**config.mk**
```make
export PLATFORM = sky130hd
export DESIGN_NAME = spdif_frame_encoder
export DESIGN_NICKNAME = d
export VERILOG_FILES = /design/src/design/sfe_pkg.sv /design/src/design/sfe_lane.sv /design/src/design/sfe_merge.sv /design/src/design/spdif_frame_encoder.sv
export SDC_FILE = /design/constraint.sdc
export NUM_CORES = 1
export LEC_CHECK = 0
export ABC_AREA = 0
export BUFFER_PORTS_ARGS = -buffer_cell sky130_fd_sc_hd__buf_2
export CORE_ASPECT_RATIO = 1.1
export CORE_UTILIZATION = 55
export CTS_BUF_LIST = sky130_fd_sc_hd__clkbuf_2 sky130_fd_sc_hd__clkbuf_4 sky130_fd_sc_hd__clkbuf_8
export DETAILED_ROUTE_END_ITERATION = 8
export HOLD_SLACK_MARGIN = 0.08
export PLACE_DENSITY = 0.74
export SLEW_MARGIN = 0
export SYNTH_ARGS = -nofsm -noshare
export SYNTH_HDL_FRONTEND = slang
export SYNTH_HIERARCHICAL = 1
export SYNTH_SLANG_ARGS = --single-unit
export TNS_END_PERCENT = 1
```
**constraint.sdc**
```tcl
create_clock -name i_clk -period 18.5 [get_ports i_clk]
set_input_delay 2.775 -clock i_clk [delete_from_list [all_inputs] [get_ports i_clk]]
set_output_delay 2.775 -clock i_clk [all_outputs]
set_load 0.01 [all_outputs]
```
**src/design/sfe_pkg.sv**
```systemverilog
// Shared constants, types and the biphase-mark table for the S/PDIF frame encoder.
package sfe_pkg;

    localparam int SAMPLE_W = 16;
    localparam int GAIN_W   = 17;
    localparam int WORD_W   = 32;
    localparam int AUX_W    = 16;

    localparam logic [GAIN_W-1:0] UNITY_GAIN = 17'h10000;
    localparam logic [AUX_W-1:0]  AUX_BITS   = 16'hb333;
    localparam logic [AUX_W-1:0]  AUX_FLIP   = 16'h7fff;
    localparam logic [WORD_W-1:0] PRE_B      = 32'hCCE80000;
    localparam logic [WORD_W-1:0] PRE_M      = 32'hCCE20000;
    localparam logic [WORD_W-1:0] PRE_W      = 32'hCCE40000;

    // Per-frame control that rides next to the lanes
    typedef struct packed {
        logic block_start;  // frame 0 of a block: left gets preamble B
        logic chunk_end;
    } t_frame_ctl;

    // Biphase-mark pattern of one byte
    localparam logic [15:0] BMC_TABLE [0:255] = '{
        16'hcccc, 16'h4ccc, 16'h2ccc, 16'haccc, 16'h34cc, 16'hb4cc, 16'hd4cc, 16'h54cc,
        16'h32cc, 16'hb2cc, 16'hd2cc, 16'h52cc, 16'hcacc, 16'h4acc, 16'h2acc, 16'haacc,
        16'h334c, 16'hb34c, 16'hd34c, 16'h534c, 16'hcb4c, 16'h4b4c, 16'h2b4c, 16'hab4c,
        16'hcd4c, 16'h4d4c, 16'h2d4c, 16'had4c, 16'h354c, 16'hb54c, 16'hd54c, 16'h554c,
        16'h332c, 16'hb32c, 16'hd32c, 16'h532c, 16'hcb2c, 16'h4b2c, 16'h2b2c, 16'hab2c,
        16'hcd2c, 16'h4d2c, 16'h2d2c, 16'had2c, 16'h352c, 16'hb52c, 16'hd52c, 16'h552c,
        16'hccac, 16'h4cac, 16'h2cac, 16'hacac, 16'h34ac, 16'hb4ac, 16'hd4ac, 16'h54ac,
        16'h32ac, 16'hb2ac, 16'hd2ac, 16'h52ac, 16'hcaac, 16'h4aac, 16'h2aac, 16'haaac,
        16'h3334, 16'hb334, 16'hd334, 16'h5334, 16'hcb34, 16'h4b34, 16'h2b34, 16'hab34,
        16'hcd34, 16'h4d34, 16'h2d34, 16'had34, 16'h3534, 16'hb534, 16'hd534, 16'h5534,
        16'hccb4, 16'h4cb4, 16'h2cb4, 16'hacb4, 16'h34b4, 16'hb4b4, 16'hd4b4, 16'h54b4,
        16'h32b4, 16'hb2b4, 16'hd2b4, 16'h52b4, 16'hcab4, 16'h4ab4, 16'h2ab4, 16'haab4,
        16'hccd4, 16'h4cd4, 16'h2cd4, 16'hacd4, 16'h34d4, 16'hb4d4, 16'hd4d4, 16'h54d4,
        16'h32d4, 16'hb2d4, 16'hd2d4, 16'h52d4, 16'hcad4, 16'h4ad4, 16'h2ad4, 16'haad4,
        16'h3354, 16'hb354, 16'hd354, 16'h5354, 16'hcb54, 16'h4b54, 16'h2b54, 16'hab54,
        16'hcd54, 16'h4d54, 16'h2d54, 16'had54, 16'h3554, 16'hb554, 16'hd554, 16'h5554,
        16'h3332, 16'hb332, 16'hd332, 16'h5332, 16'hcb32, 16'h4b32, 16'h2b32, 16'hab32,
        16'hcd32, 16'h4d32, 16'h2d32, 16'had32, 16'h3532, 16'hb532, 16'hd532, 16'h5532,
        16'hccb2, 16'h4cb2, 16'h2cb2, 16'hacb2, 16'h34b2, 16'hb4b2, 16'hd4b2, 16'h54b2,
        16'h32b2, 16'hb2b2, 16'hd2b2, 16'h52b2, 16'hcab2, 16'h4ab2, 16'h2ab2, 16'haab2,
        16'hccd2, 16'h4cd2, 16'h2cd2, 16'hacd2, 16'h34d2, 16'hb4d2, 16'hd4d2, 16'h54d2,
        16'h32d2, 16'hb2d2, 16'hd2d2, 16'h52d2, 16'hcad2, 16'h4ad2, 16'h2ad2, 16'haad2,
        16'h3352, 16'hb352, 16'hd352, 16'h5352, 16'hcb52, 16'h4b52, 16'h2b52, 16'hab52,
        16'hcd52, 16'h4d52, 16'h2d52, 16'had52, 16'h3552, 16'hb552, 16'hd552, 16'h5552,
        16'hccca, 16'h4cca, 16'h2cca, 16'hacca, 16'h34ca, 16'hb4ca, 16'hd4ca, 16'h54ca,
        16'h32ca, 16'hb2ca, 16'hd2ca, 16'h52ca, 16'hcaca, 16'h4aca, 16'h2aca, 16'haaca,
        16'h334a, 16'hb34a, 16'hd34a, 16'h534a, 16'hcb4a, 16'h4b4a, 16'h2b4a, 16'hab4a,
        16'hcd4a, 16'h4d4a, 16'h2d4a, 16'had4a, 16'h354a, 16'hb54a, 16'hd54a, 16'h554a,
        16'h332a, 16'hb32a, 16'hd32a, 16'h532a, 16'hcb2a, 16'h4b2a, 16'h2b2a, 16'hab2a,
        16'hcd2a, 16'h4d2a, 16'h2d2a, 16'had2a, 16'h352a, 16'hb52a, 16'hd52a, 16'h552a,
        16'hccaa, 16'h4caa, 16'h2caa, 16'hacaa, 16'h34aa, 16'hb4aa, 16'hd4aa, 16'h54aa,
        16'h32aa, 16'hb2aa, 16'hd2aa, 16'h52aa, 16'hcaaa, 16'h4aaa, 16'h2aaa, 16'haaaa
    };

endpackage

```
**src/design/sfe_lane.sv**
```systemverilog
// One channel lane: Q16 gain multiply, registered, then biphase-mark encoding.
module sfe_lane (
    input  logic                          i_clk,
    input  logic                          i_load,
    input  logic signed [sfe_pkg::SAMPLE_W-1:0] i_sample,
    input  logic [sfe_pkg::GAIN_W-1:0]    i_gain,
    output logic [sfe_pkg::WORD_W-1:0]    o_data_word,
    output logic [sfe_pkg::AUX_W-1:0]     o_aux
);
    import sfe_pkg::*;

    logic signed [SAMPLE_W+GAIN_W-1:0] w_product;
    logic [SAMPLE_W-1:0]               r_scaled;
    logic [15:0]                       w_hi;
    logic [15:0]                       w_lo;

    // Signed sample times unsigned gain; low 32 bits match the 32-bit wrap
    assign w_product = (SAMPLE_W+GAIN_W)'(i_sample)
                     * (SAMPLE_W+GAIN_W)'($signed({1'b0, i_gain}));

    // Scaled sample register (payload, no reset)
    always_ff @(posedge i_clk) begin
        if (i_load) begin
            r_scaled <= w_product[31:16];
        end
    end

    // Encode both bytes, invert low half when high half ends low
    always_comb begin
        w_hi = BMC_TABLE[r_scaled[15:8]];
        w_lo = BMC_TABLE[r_scaled[7:0]];
        if (!w_hi[15]) begin
            w_lo = ~w_lo;
        end
        o_data_word = {w_lo, w_hi};
        o_aux       = w_lo[15] ? (AUX_BITS ^ AUX_FLIP) : AUX_BITS;
    end

endmodule

```
**src/design/sfe_merge.sv**
```systemverilog
// Merges the two lane results with preambles into the registered output request.
module sfe_merge (
    input  logic                       i_clk,
    input  logic                       i_rst_n,
    input  logic                       i_valid,
    output logic                       o_ready,
    input  sfe_pkg::t_frame_ctl        i_ctl,
    input  logic [sfe_pkg::WORD_W-1:0] i_left_data,
    input  logic [sfe_pkg::AUX_W-1:0]  i_left_aux,
    input  logic [sfe_pkg::WORD_W-1:0] i_right_data,
    input  logic [sfe_pkg::AUX_W-1:0]  i_right_aux,
    output logic                       o_tvalid,
    input  logic                       i_tready,
    output logic [4*sfe_pkg::WORD_W-1:0] o_tdata,
    output logic                       o_tlast
);
    import sfe_pkg::*;

    logic                  r_valid;
    logic [4*WORD_W-1:0]   r_tdata;
    logic                  r_tlast;
    logic [WORD_W-1:0]     w_left_pre;
    logic [WORD_W-1:0]     w_right_pre;

    assign o_ready = !r_valid || i_tready;

    // Preamble words with aux bits in the low half
    assign w_left_pre  = (i_ctl.block_start ? PRE_B : PRE_M) | {16'h0000, i_left_aux};
    assign w_right_pre = PRE_W | {16'h0000, i_right_aux};

    // Output valid
    always_ff @(posedge i_clk) begin
        if (!i_rst_n) begin
            r_valid <= 1'b0;
        end else if (o_ready) begin
            r_valid <= i_valid;
        end
    end

    // Output payload
    always_ff @(posedge i_clk) begin
        if (o_ready && i_valid) begin
            r_tdata <= {w_right_pre, i_right_data, w_left_pre, i_left_data};
            r_tlast <= i_ctl.chunk_end;
        end
    end

    assign o_tvalid = r_valid;
    assign o_tdata  = r_tdata;
    assign o_tlast  = r_tlast;

endmodule

```
**src/design/spdif_frame_encoder.sv**
```systemverilog
// Top level of the S/PDIF stereo frame encoder.
// One stereo frame in per cycle, one set of four subframe words out per cycle, while
// m_axis_tready does not hold the output back. An input request passes the gain multiply
// register, then is encoded into the output register. Each channel has its own 16x17
// multiplier and table lookup. The gain register is written through the cfg channel, which
// is always ready; write it only while idle. The frame counter resets to zero and wraps
// after BLOCK_FRAMES frames; frame zero gets preamble B on the left subframe.
module spdif_frame_encoder #(
    parameter int BLOCK_FRAMES = 192
) (
    input  logic         i_clk,
    input  logic         i_rst_n,
    // Configuration: gain register
    input  logic         i_cfg_valid,
    output logic         o_cfg_ready,
    input  logic [16:0]  i_cfg_data,
    // Input frames
    input  logic         s_axis_tvalid,
    output logic         s_axis_tready,
    input  logic [31:0]  s_axis_tdata,   // [15:0] left_sample, [31:16] right_sample
    input  logic         s_axis_tlast,   // chunk_end
    // Output subframes
    output logic         m_axis_tvalid,
    input  logic         m_axis_tready,
    output logic [127:0] m_axis_tdata,   // [31:0] left_data_word, [63:32] left_preamble_word,
                                         // [95:64] right_data_word, [127:96] right_preamble_word
    output logic         m_axis_tlast    // chunk_end_out
);
    import sfe_pkg::*;

    localparam int CNT_W = (BLOCK_FRAMES > 2) ? $clog2(BLOCK_FRAMES) : 1;
    localparam logic [CNT_W-1:0] LAST_FRAME = CNT_W'(BLOCK_FRAMES - 1);

    logic [GAIN_W-1:0] r_gain;
    logic [CNT_W-1:0]  r_frame_cnt;
    logic [CNT_W-1:0]  n_frame_cnt;
    logic              r_s1_valid;
    t_frame_ctl        r_s1_ctl;
    logic              w_merge_ready;
    logic              w_accept;
    logic [WORD_W-1:0] w_left_data;
    logic [AUX_W-1:0]  w_left_aux;
    logic [WORD_W-1:0] w_right_data;
    logic [AUX_W-1:0]  w_right_aux;

    assign o_cfg_ready   = 1'b1;
    assign s_axis_tready = !r_s1_valid || w_merge_ready;
    assign w_accept      = s_axis_tvalid && s_axis_tready;

    // Gain register
    always_ff @(posedge i_clk) begin
        if (!i_rst_n) begin
            r_gain <= UNITY_GAIN;
        end else if (i_cfg_valid) begin
            r_gain <= i_cfg_data;
        end
    end

    // Frame counter within the block
    assign n_frame_cnt = (r_frame_cnt == LAST_FRAME) ? '0 : r_frame_cnt + 1'b1;

    always_ff @(posedge i_clk) begin
        if (!i_rst_n) begin
            r_frame_cnt <= '0;
        end else if (w_accept) begin
            r_frame_cnt <= n_frame_cnt;
        end
    end

    // Multiply stage valid and control
    always_ff @(posedge i_clk) begin
        if (!i_rst_n) begin
            r_s1_valid <= 1'b0;
        end else if (s_axis_tready) begin
            r_s1_valid <= s_axis_tvalid;
        end
    end

    always_ff @(posedge i_clk) begin
        if (w_accept) begin
            r_s1_ctl.block_start <= (r_frame_cnt == '0);
            r_s1_ctl.chunk_end   <= s_axis_tlast;
        end
    end

    // Channel lanes
    sfe_lane u_lane_left (
        .i_clk       (i_clk),
        .i_load      (w_accept),
        .i_sample    ($signed(s_axis_tdata[15:0])),
        .i_gain      (r_gain),
        .o_data_word (w_left_data),
        .o_aux       (w_left_aux)
    );

    sfe_lane u_lane_right (
        .i_clk       (i_clk),
        .i_load      (w_accept),
        .i_sample    ($signed(s_axis_tdata[31:16])),
        .i_gain      (r_gain),
        .o_data_word (w_right_data),
        .o_aux       (w_right_aux)
    );

    // Merge and output register
    sfe_merge u_merge (
        .i_clk        (i_clk),
        .i_rst_n      (i_rst_n),
        .i_valid      (r_s1_valid),
        .o_ready      (w_merge_ready),
        .i_ctl        (r_s1_ctl),
        .i_left_data  (w_left_data),
        .i_left_aux   (w_left_aux),
        .i_right_data (w_right_data),
        .i_right_aux  (w_right_aux),
        .o_tvalid     (m_axis_tvalid),
        .i_tready     (m_axis_tready),
        .o_tdata      (m_axis_tdata),
        .o_tlast      (m_axis_tlast)
    );

endmodule
```
==> results of run 1 <==
==> cells by family after synthesis <==
kind of cell             Yosys count  share of synthesized area, %
other                              7                         0.110
multiplexers                      19                         0.799
AND/OR/NAND/NOR                  670                          14.2
buffers and inverters            688                          11.9
AO/OA/AOI/OAI                    113                          3.12
adder cells (fa/ha/maj)          636                          46.5
XOR/XNOR                          87                          4.23
flip-flops                       160                          19.1
==> worst reg2reg max path: stages (launching register included) <==
cell and delay, ns:
dfxtp_1 0.61, buf_4 0.46, and2_1 0.23, fa_1 0.41
inv_1 0.08, fa_1 0.44, fa_1 0.51, inv_1 0.06
fa_1 0.53, fa_1 0.51, inv_1 0.05, fa_1 0.49
inv_1 0.05, ha_1 0.31, a21oi_1 0.31, o21ai_0 0.35
nor2_1 0.27, a21oi_1 0.12, o311ai_0 0.58, nor2b_1 0.32
o21ai_0 0.14, xor2_1 0.16
==> path summary, 6_finish.rpt <==
| check | cells after the start | to | slack, ns | startpoint |
|---|---|---|---|---|
| setup / recovery | 22 | u_lane_right/r_scaled[12]$_DFFE_PP_ | 9.41 | s_axis_tdata[23] |
| hold / removal | 0 | u_merge/o_tlast$_DFFE_PP_ | 0.44 | r_s1_ctl[0]$_DFFE_PP_ |
| setup reg to reg | 21 | u_lane_right/r_scaled[12]$_DFFE_PP_ | 11.25 | r_gain[8]$_SDFFE_PN0P_ |
| hold reg to reg | 0 | u_merge/o_tlast$_DFFE_PP_ | 0.44 | r_s1_ctl[0]$_DFFE_PP_ |
==> routing by layer <==
| layer | routed length [um] | vias up |
|---|---|---|
| li1 | - | 7196 |
| met1 | 22500 | 8139 |
| met2 | 27200 | 676 |
| met3 | 3500 | 92 |
| met4 | 1390 | 0 |
| met5 | 0 | - |
==> state kept, by name, summed over array words and instances (netlist names) <==
signal                 cells
u_merge/o_tdata           98
r_gain                    17
u_lane_left/r_scaled      16
u_lane_right/r_scaled     16
r_frame_cnt                8
r_s1_ctl                   2
r_s1_valid                 1
u_merge/o_tlast            1
u_merge/o_tvalid           1
==> cells in the mapped netlist, types with 19 or more instances <==
cell,instances,share of area (%)
nor2_1,39,0.62
mux2i_1,19,0.80
dfxtp_1,27,2.3
xnor2_1,52,1.9
nand2b_1,21,0.55
buf_4,65,2.1
clkbuf_1,73,1.2
fa_1,414,35
nand2_1,283,4.5
and2_1,243,6.4
o21ai_0,21,0.44
nor2b_1,21,0.55
inv_1,542,8.5
a21o_1,21,0.66
edfxtp_1,133,17
a21oi_1,30,0.63
ha_1,222,12
xor2_1,19,0.70
==> cell type report <==
cell class | count | area [sq um]
Fill cell | 3569 | 17400
Clock inverter | 13 | 111
Antenna cell | 3 | 7.51
Inverter | 547 | 2060
Sequential cell | 160 | 4540
Timing Repair Buffer | 171 | 896
Multi-Input combinational cell | 1560 | 16500
Clock buffer | 19 | 249
Tap cell | 567 | 709
==> power by group through the flow <==
stage | logic, W | clock network (W) | registers [W]
after floorplan | 0.00265 | 0 | 0.00108
after global placement | 0.00261 | 0 | 0.00103
after detailed placement | 0.00271 | 0 | 0.00103
after CTS | 0.00273 | 0.000242 | 0.00103
after global routing | 0.00306 | 0.000254 | 0.00104
final | 0.00271 | 0.000234 | 0.00102
==> metrics by stage <==
step	std cells	total power [W]	setup WS, ns
finish	3040	0.00397	9.41
global placement	3005	0.00364	9.16
detailed placement	3005	0.00374	9.10
global route	3038	0.00435	9.22
CTS	3037	0.00399	9.53
floorplan	2408	0.00374	9.89
==> metrics.md, run 1 <==
| Metric | Value |
|---|---|
| Status | `finished, final reports clean` |
| Post-synth EDFFs | `approximately 130` |
| Met1 usage | `roughly a third` |
| Worst path most repeated cell | `fa_1` |
| CP endpoint kind | `register` |
| GRT met3 Usage | `approximately 2.9%` |
| Post-synth cell types | `62` |
| Root Buffer | `clkbuf_8` |
| Fmax | `roughly 0.11 GHz` |
| Crit-path cells | `buf_2, nand2_1, fa_1, inv_1, fa_1, inv_1, fa_1, inv_1, fa_1, fa_1, inv_1, fa_1, inv_1, ha_1, a21oi_1, o21ai_0, nor2_1, a21oi_1, o311ai_0, nor2b_1, o21ai_0, xor2_1` |
| Port bufs | `155` |
| Final hold violations | `0` |
| Vias in the first global route | `around 17k` |
| Syn Inst Count | `approximately 2.4k` |
| WL/cell | `about 18 um` |
| Most frequent cells in the layout | `542 x inv_1, 414 x fa_1, 283 x nand2_1, 243 x and2_1, 222 x ha_1` |
| Tmin final | `approximately 9.1 ns` |
| DP Wirelength | `just over 40000 um` |
| Critical path class | `input pin to register` |
| Period utilization | `approximately half` |
| Total global routing overflow | `0` |
| Max VDD drop | `about 0.18 mV` |
| Int Pwr | `approximately 0.0022 W` |
| Clock Power Share | `between 5 and 6%` |
| Switching Share | `a little under half` |
| Largest net degree at the start of global routing | `100` |
| Io pins | `~190` |
| Worst setup SP type | `input pin` |
| Number of nets with antenna violations after routing | `0` |
| CP arrival | `about 9.3 ns` |
| Die width | `~200 um` |
| Layout cells sized above 1 | `under 10%` |
| Synth Cell Area | `between 20000 and 25000 sq um` |
| # setup viols final | `0` |
| Post-layout utilization of the core | `approximately three fifths` |
| Crit path buf inv count | `6` |
| Worst Hold Class | `register to register` |
| Via/cell ratio | `around 5.3` |
| Syn_area_per_cell | `roughly 10 sq um` |
| Critical Path Fanout Max | `17` |
| Initial Util | `a little under three fifths` |
| Area after DPL | `between 20000 and 25000 sq um` |
| Met2 usage | `~45%` |
| Final hold slack | `between 0.4 and 0.5 ns` |
| Setup Skew | `~0.014 ns` |
| Switch Pwr | `0.00179 W` |
| Register bit total from synthesis | `160` |
| Die Ht | `between 200 and 250 um` |
| Crit-path leading delay family | `adder cells` |
| CTS Buf Count | `17` |
| Routed via count | `roughly 16k` |
| Pwr dens | `158 nW/um^2` |
| H-tree levels | `4` |
| Worst path max stage delay | `a little under 0.6 ns` |
| CTS clock-pin slew for the worst setup and hold paths | `roughly 0.08 ns` |
| Slew Limit Headroom | `between 20 and 25%` |
| DRT Wirelength | `around 55000 um` |
| DRT Pass-1 Iters | `5` |
| Gate power share | `just under 70%` |
| Cts repair resizes | `0` |
| Commonest register cell after synthesis | `edfxtp_1` |
| Final instance area | `between 20000 and 30000 sq um` |
| Sequential fraction of the synthesis area | `a little under a fifth` |
| All-layer global routing usage | `25.6%` |
| Post-CTS setup buffers | `0` |
| First-pass GRT wire length | `approximately 90000 um` |
| DR DRC count | `0` |
| Synth Warn # | `6` |
| Worst skew pair latency | `between 0.4 and 0.5 ns` |
| Post-synth ARST share | `0%` |
| CTS tree | `done` |
| CP required | `around 19 ns` |
| Most common cell after layout, fill and taps aside | `inv_1` |
| Row cnt | `79` |
| Worst Tran Pin Value | `about 1.2 ns` |
| Final setup TNS | `0 ns` |
| Fin. max-slew vios | `0` |
| RD Place Congestion | `roughly 0.9` |
| # Max-Cap Violations | `0` |
| Core area | `42500 sq um` |
| GRT Max-Usage Layer | `met2` |
| Area Growth Syn to Fin | `5.47%` |
| Nets | `3148` |
| P_leak | `roughly 12 nW` |
| Critical-path top delay cell | `fa_1` |
| Max clock buf depth | `2` |
| Sink Count | `160` |
| Antenna violations before repair | `4` |
| RSZ-0062 raised after global routing | `false` |
| Die area | `between 40000 and 50000 sq um` |
| Reg power frac | `25.7%` |
| Iter 0 DRT Violations | `roughly 1.0k` |
| Hold-fix buffers at CTS | `0` |
(Power assumes the default switching activity.)
==> run 2: changes to the inputs <==
PLACE_DENSITY = 0.77   (was 0.74)
clock period = 8.22 ns   (was 18.5 ns; I/O delays follow)
==> run 2 against run 1 <==
Against the previous run:
- utilization rose by 0.22 points
- sequential share of layout area fell by 0.068 points
- count of clock-buffer cells in the layout fell by 2
- first-iteration DRC count fell by 5.5%
- critical endpoint is now u_lane_right/r_scaled[14]$_DFFE_PP_
- largest cell class unchanged
==> metrics.md, run 2 (synthesis results as in run 1) <==
| Metric | Value |
|---|---|
| Sink Count | `160` |
| H-tree levels | `4` |
| CTS tree | `done` |
| Critical R2R Launch | `r_gain[6]$_SDFFE_PN0P_` |
| Max VDD drop | `between 0.3 and 0.4 mV` |
| CP endpoint kind | `register` |
| Worst setup SP type | `input pin` |
| Vias in the first global route | `approximately 17k` |
| Cts repair resizes | `0` |
| Worst Hold Class | `register to register` |
| Pwr dens | `between 300 and 400 nW/um^2` |
| Final hold slack | `0.440 ns` |
| Post-CTS setup buffers | `0` |
| Fin. max-slew vios | `0` |
| CP startpoint | `s_axis_tdata[23]` |
| Root Buffer | `clkbuf_8` |
| All-layer global routing usage | `about a quarter` |
| Io pins | `between 150 and 200` |
| First-pass GRT wire length | `just under 90000 um` |
| Slew Limit Headroom | `19.4%` |
| DR DRC count | `0` |
| RSZ-0062 raised after global routing | `false` |
| DRT Pass-1 Iters | `7` |
| Tmin final | `around 7.5 ns` |
| Via/cell ratio | `around 5.3` |
| CP required | `8.45 ns` |
| Hold wc startpoint | `r_s1_ctl[0]$_DFFE_PP_` |
| Period utilization | `between 90% and 100%` |
| Worst skew pair latency | `around 0.5 ns` |
| Die area | `between 40000 and 50000 sq um` |
| WL/cell | `approximately 18 um` |
| CTS clock-pin slew for the worst setup and hold paths | `about 0.1 ns` |
| Final hold violations | `0` |
| Port bufs | `about 160` |
| Nets | `approximately 3.2k` |
| Die Ht | `~220 um` |
| Initial Util | `between 50% and 60%` |
| Setup Skew | `around 0.033 ns` |
| Die width | `roughly 200 um` |
| # setup viols final | `0` |
| CTS Buf Count | `17` |
| Area after DPL | `24800 sq um` |
| Most frequent cells in the layout | `542 x inv_1, 414 x fa_1, 283 x nand2_1, 243 x and2_1, 222 x ha_1` |
| Final setup TNS | `0 ns` |
| Hold-fix buffers at CTS | `0` |
| Number of fill cells | `around 3.5k` |
| P_leak | `12.5 nW` |
| Number of nets with antenna violations after routing | `0` |
| DP Wirelength | `~43000 um` |
| Most common cell after layout, fill and taps aside | `inv_1` |
| # Max-Cap Violations | `0` |
| Final instance area | `25200 sq um` |
| DRT Wirelength | `54700 um` |
| Max reg flops | `approximately 100` |
| Critical path class | `input pin to register` |
| Iter 0 DRT Violations | `approximately 1000` |
| Layout cells sized above 1 | `around a tenth` |
| Critical Path Fanout Max | `17` |
| Row cnt | `approximately 80` |
| RD Place Congestion | `around 1.0` |
| Antenna violations before repair | `1` |
| Largest net degree at the start of global routing | `100` |
| Total global routing overflow | `0` |
| Worst Tran Pin Value | `approximately 1.2 ns` |
| Core area | `~43000 sq um` |
| Routed via count | `around 16k` |
| Status | `finished, final reports clean` |
| Area Growth Syn to Fin | `5.87%` |
| Max clock buf depth | `2` |
| CP arrival | `between 7 and 8 ns` |
| Fmax | `between 0.1 and 0.15 GHz` |
[run 2: cell type report]
| type | count | area [sq um] | share of cell area [%] |
|---|---|---|---|
| tap | 567 | 709 | 2.82 |
| antenna | 3 | 7.51 | 0.0298 |
| inverter | 547 | 2060 | 8.17 |
| timing repair buffer | 178 | 948 | 3.76 |
| clock inverter | 15 | 169 | 0.670 |
| sequential | 160 | 4540 | 18.0 |
| multi-input combinational | 1560 | 16500 | 65.6 |
| clock buffer | 17 | 234 | 0.929 |
[run 2: worst max-delay path, cell delays in order]
cell and delay, ns:
buf_2 0.30, nand2_1 0.14, fa_1 0.56, inv_1 0.05, fa_1 0.49, inv_1 0.05, fa_1 0.54, inv_1 0.05
fa_1 0.49, fa_1 0.54, inv_1 0.07, fa_1 0.48, inv_1 0.05, ha_1 0.30, a21oi_1 0.28, o21ai_0 0.32
nor2_1 0.29, a21oi_1 0.15, o311ai_0 0.64, a31oi_1 0.31, a21oi_1 0.26, xnor2_1 0.09
[run 2: layer usage]
| layer | routed length [um] | up-vias | global-route usage [%] | share of wire [%] |
|---|---|---|---|---|
| met1 | 22100 | 8068 | 32.1 | 40 |
| met5 | 0 | - | 0 | 0 |
| li1 | - | 7222 | - | - |
| met2 | 26200 | 743 | 43.0 | 48 |
| met3 | 4540 | 129 | 4.77 | 8.3 |
| met4 | 1860 | 0 | 10.7 | 3.4 |
[run 2: power breakdown]
part	internal [W]	switching, W	total, W
clock	0.000229	0.000361	0.000590
sequential	0.00216	0.000163	0.00232
combinational	0.00251	0.00358	0.00609
total	0.00489	0.00410	0.00900
[run 2: stage by stage]
step	std cells	total power [W]	setup WS (ns)	utilization, %
6_report	3047	0.00900	0.747	59.3
3_3_place_gp	3012	0.00814	0.588	58.3
4_1_cts	3044	0.00903	0.983	59.3
3_5_place_dp	3012	0.00840	0.565	58.3
2_1_floorplan	2408	0.00841	1.16	-
5_1_grt	3044	0.00980	0.584	59.3
[run 2: path summary, 6_finish.rpt]
| check | endpoint | slack (ns) | cells after the start |
|---|---|---|---|
| max | u_lane_right/r_scaled[14]$_DFFE_PP_ | 0.75 | 22 |
| max reg2reg | u_lane_right/r_scaled[14]$_DFFE_PP_ | 0.80 | 22 |
| min reg2reg | u_merge/o_tlast$_DFFE_PP_ | 0.44 | 0 |
| min | u_merge/o_tlast$_DFFE_PP_ | 0.44 | 0 |
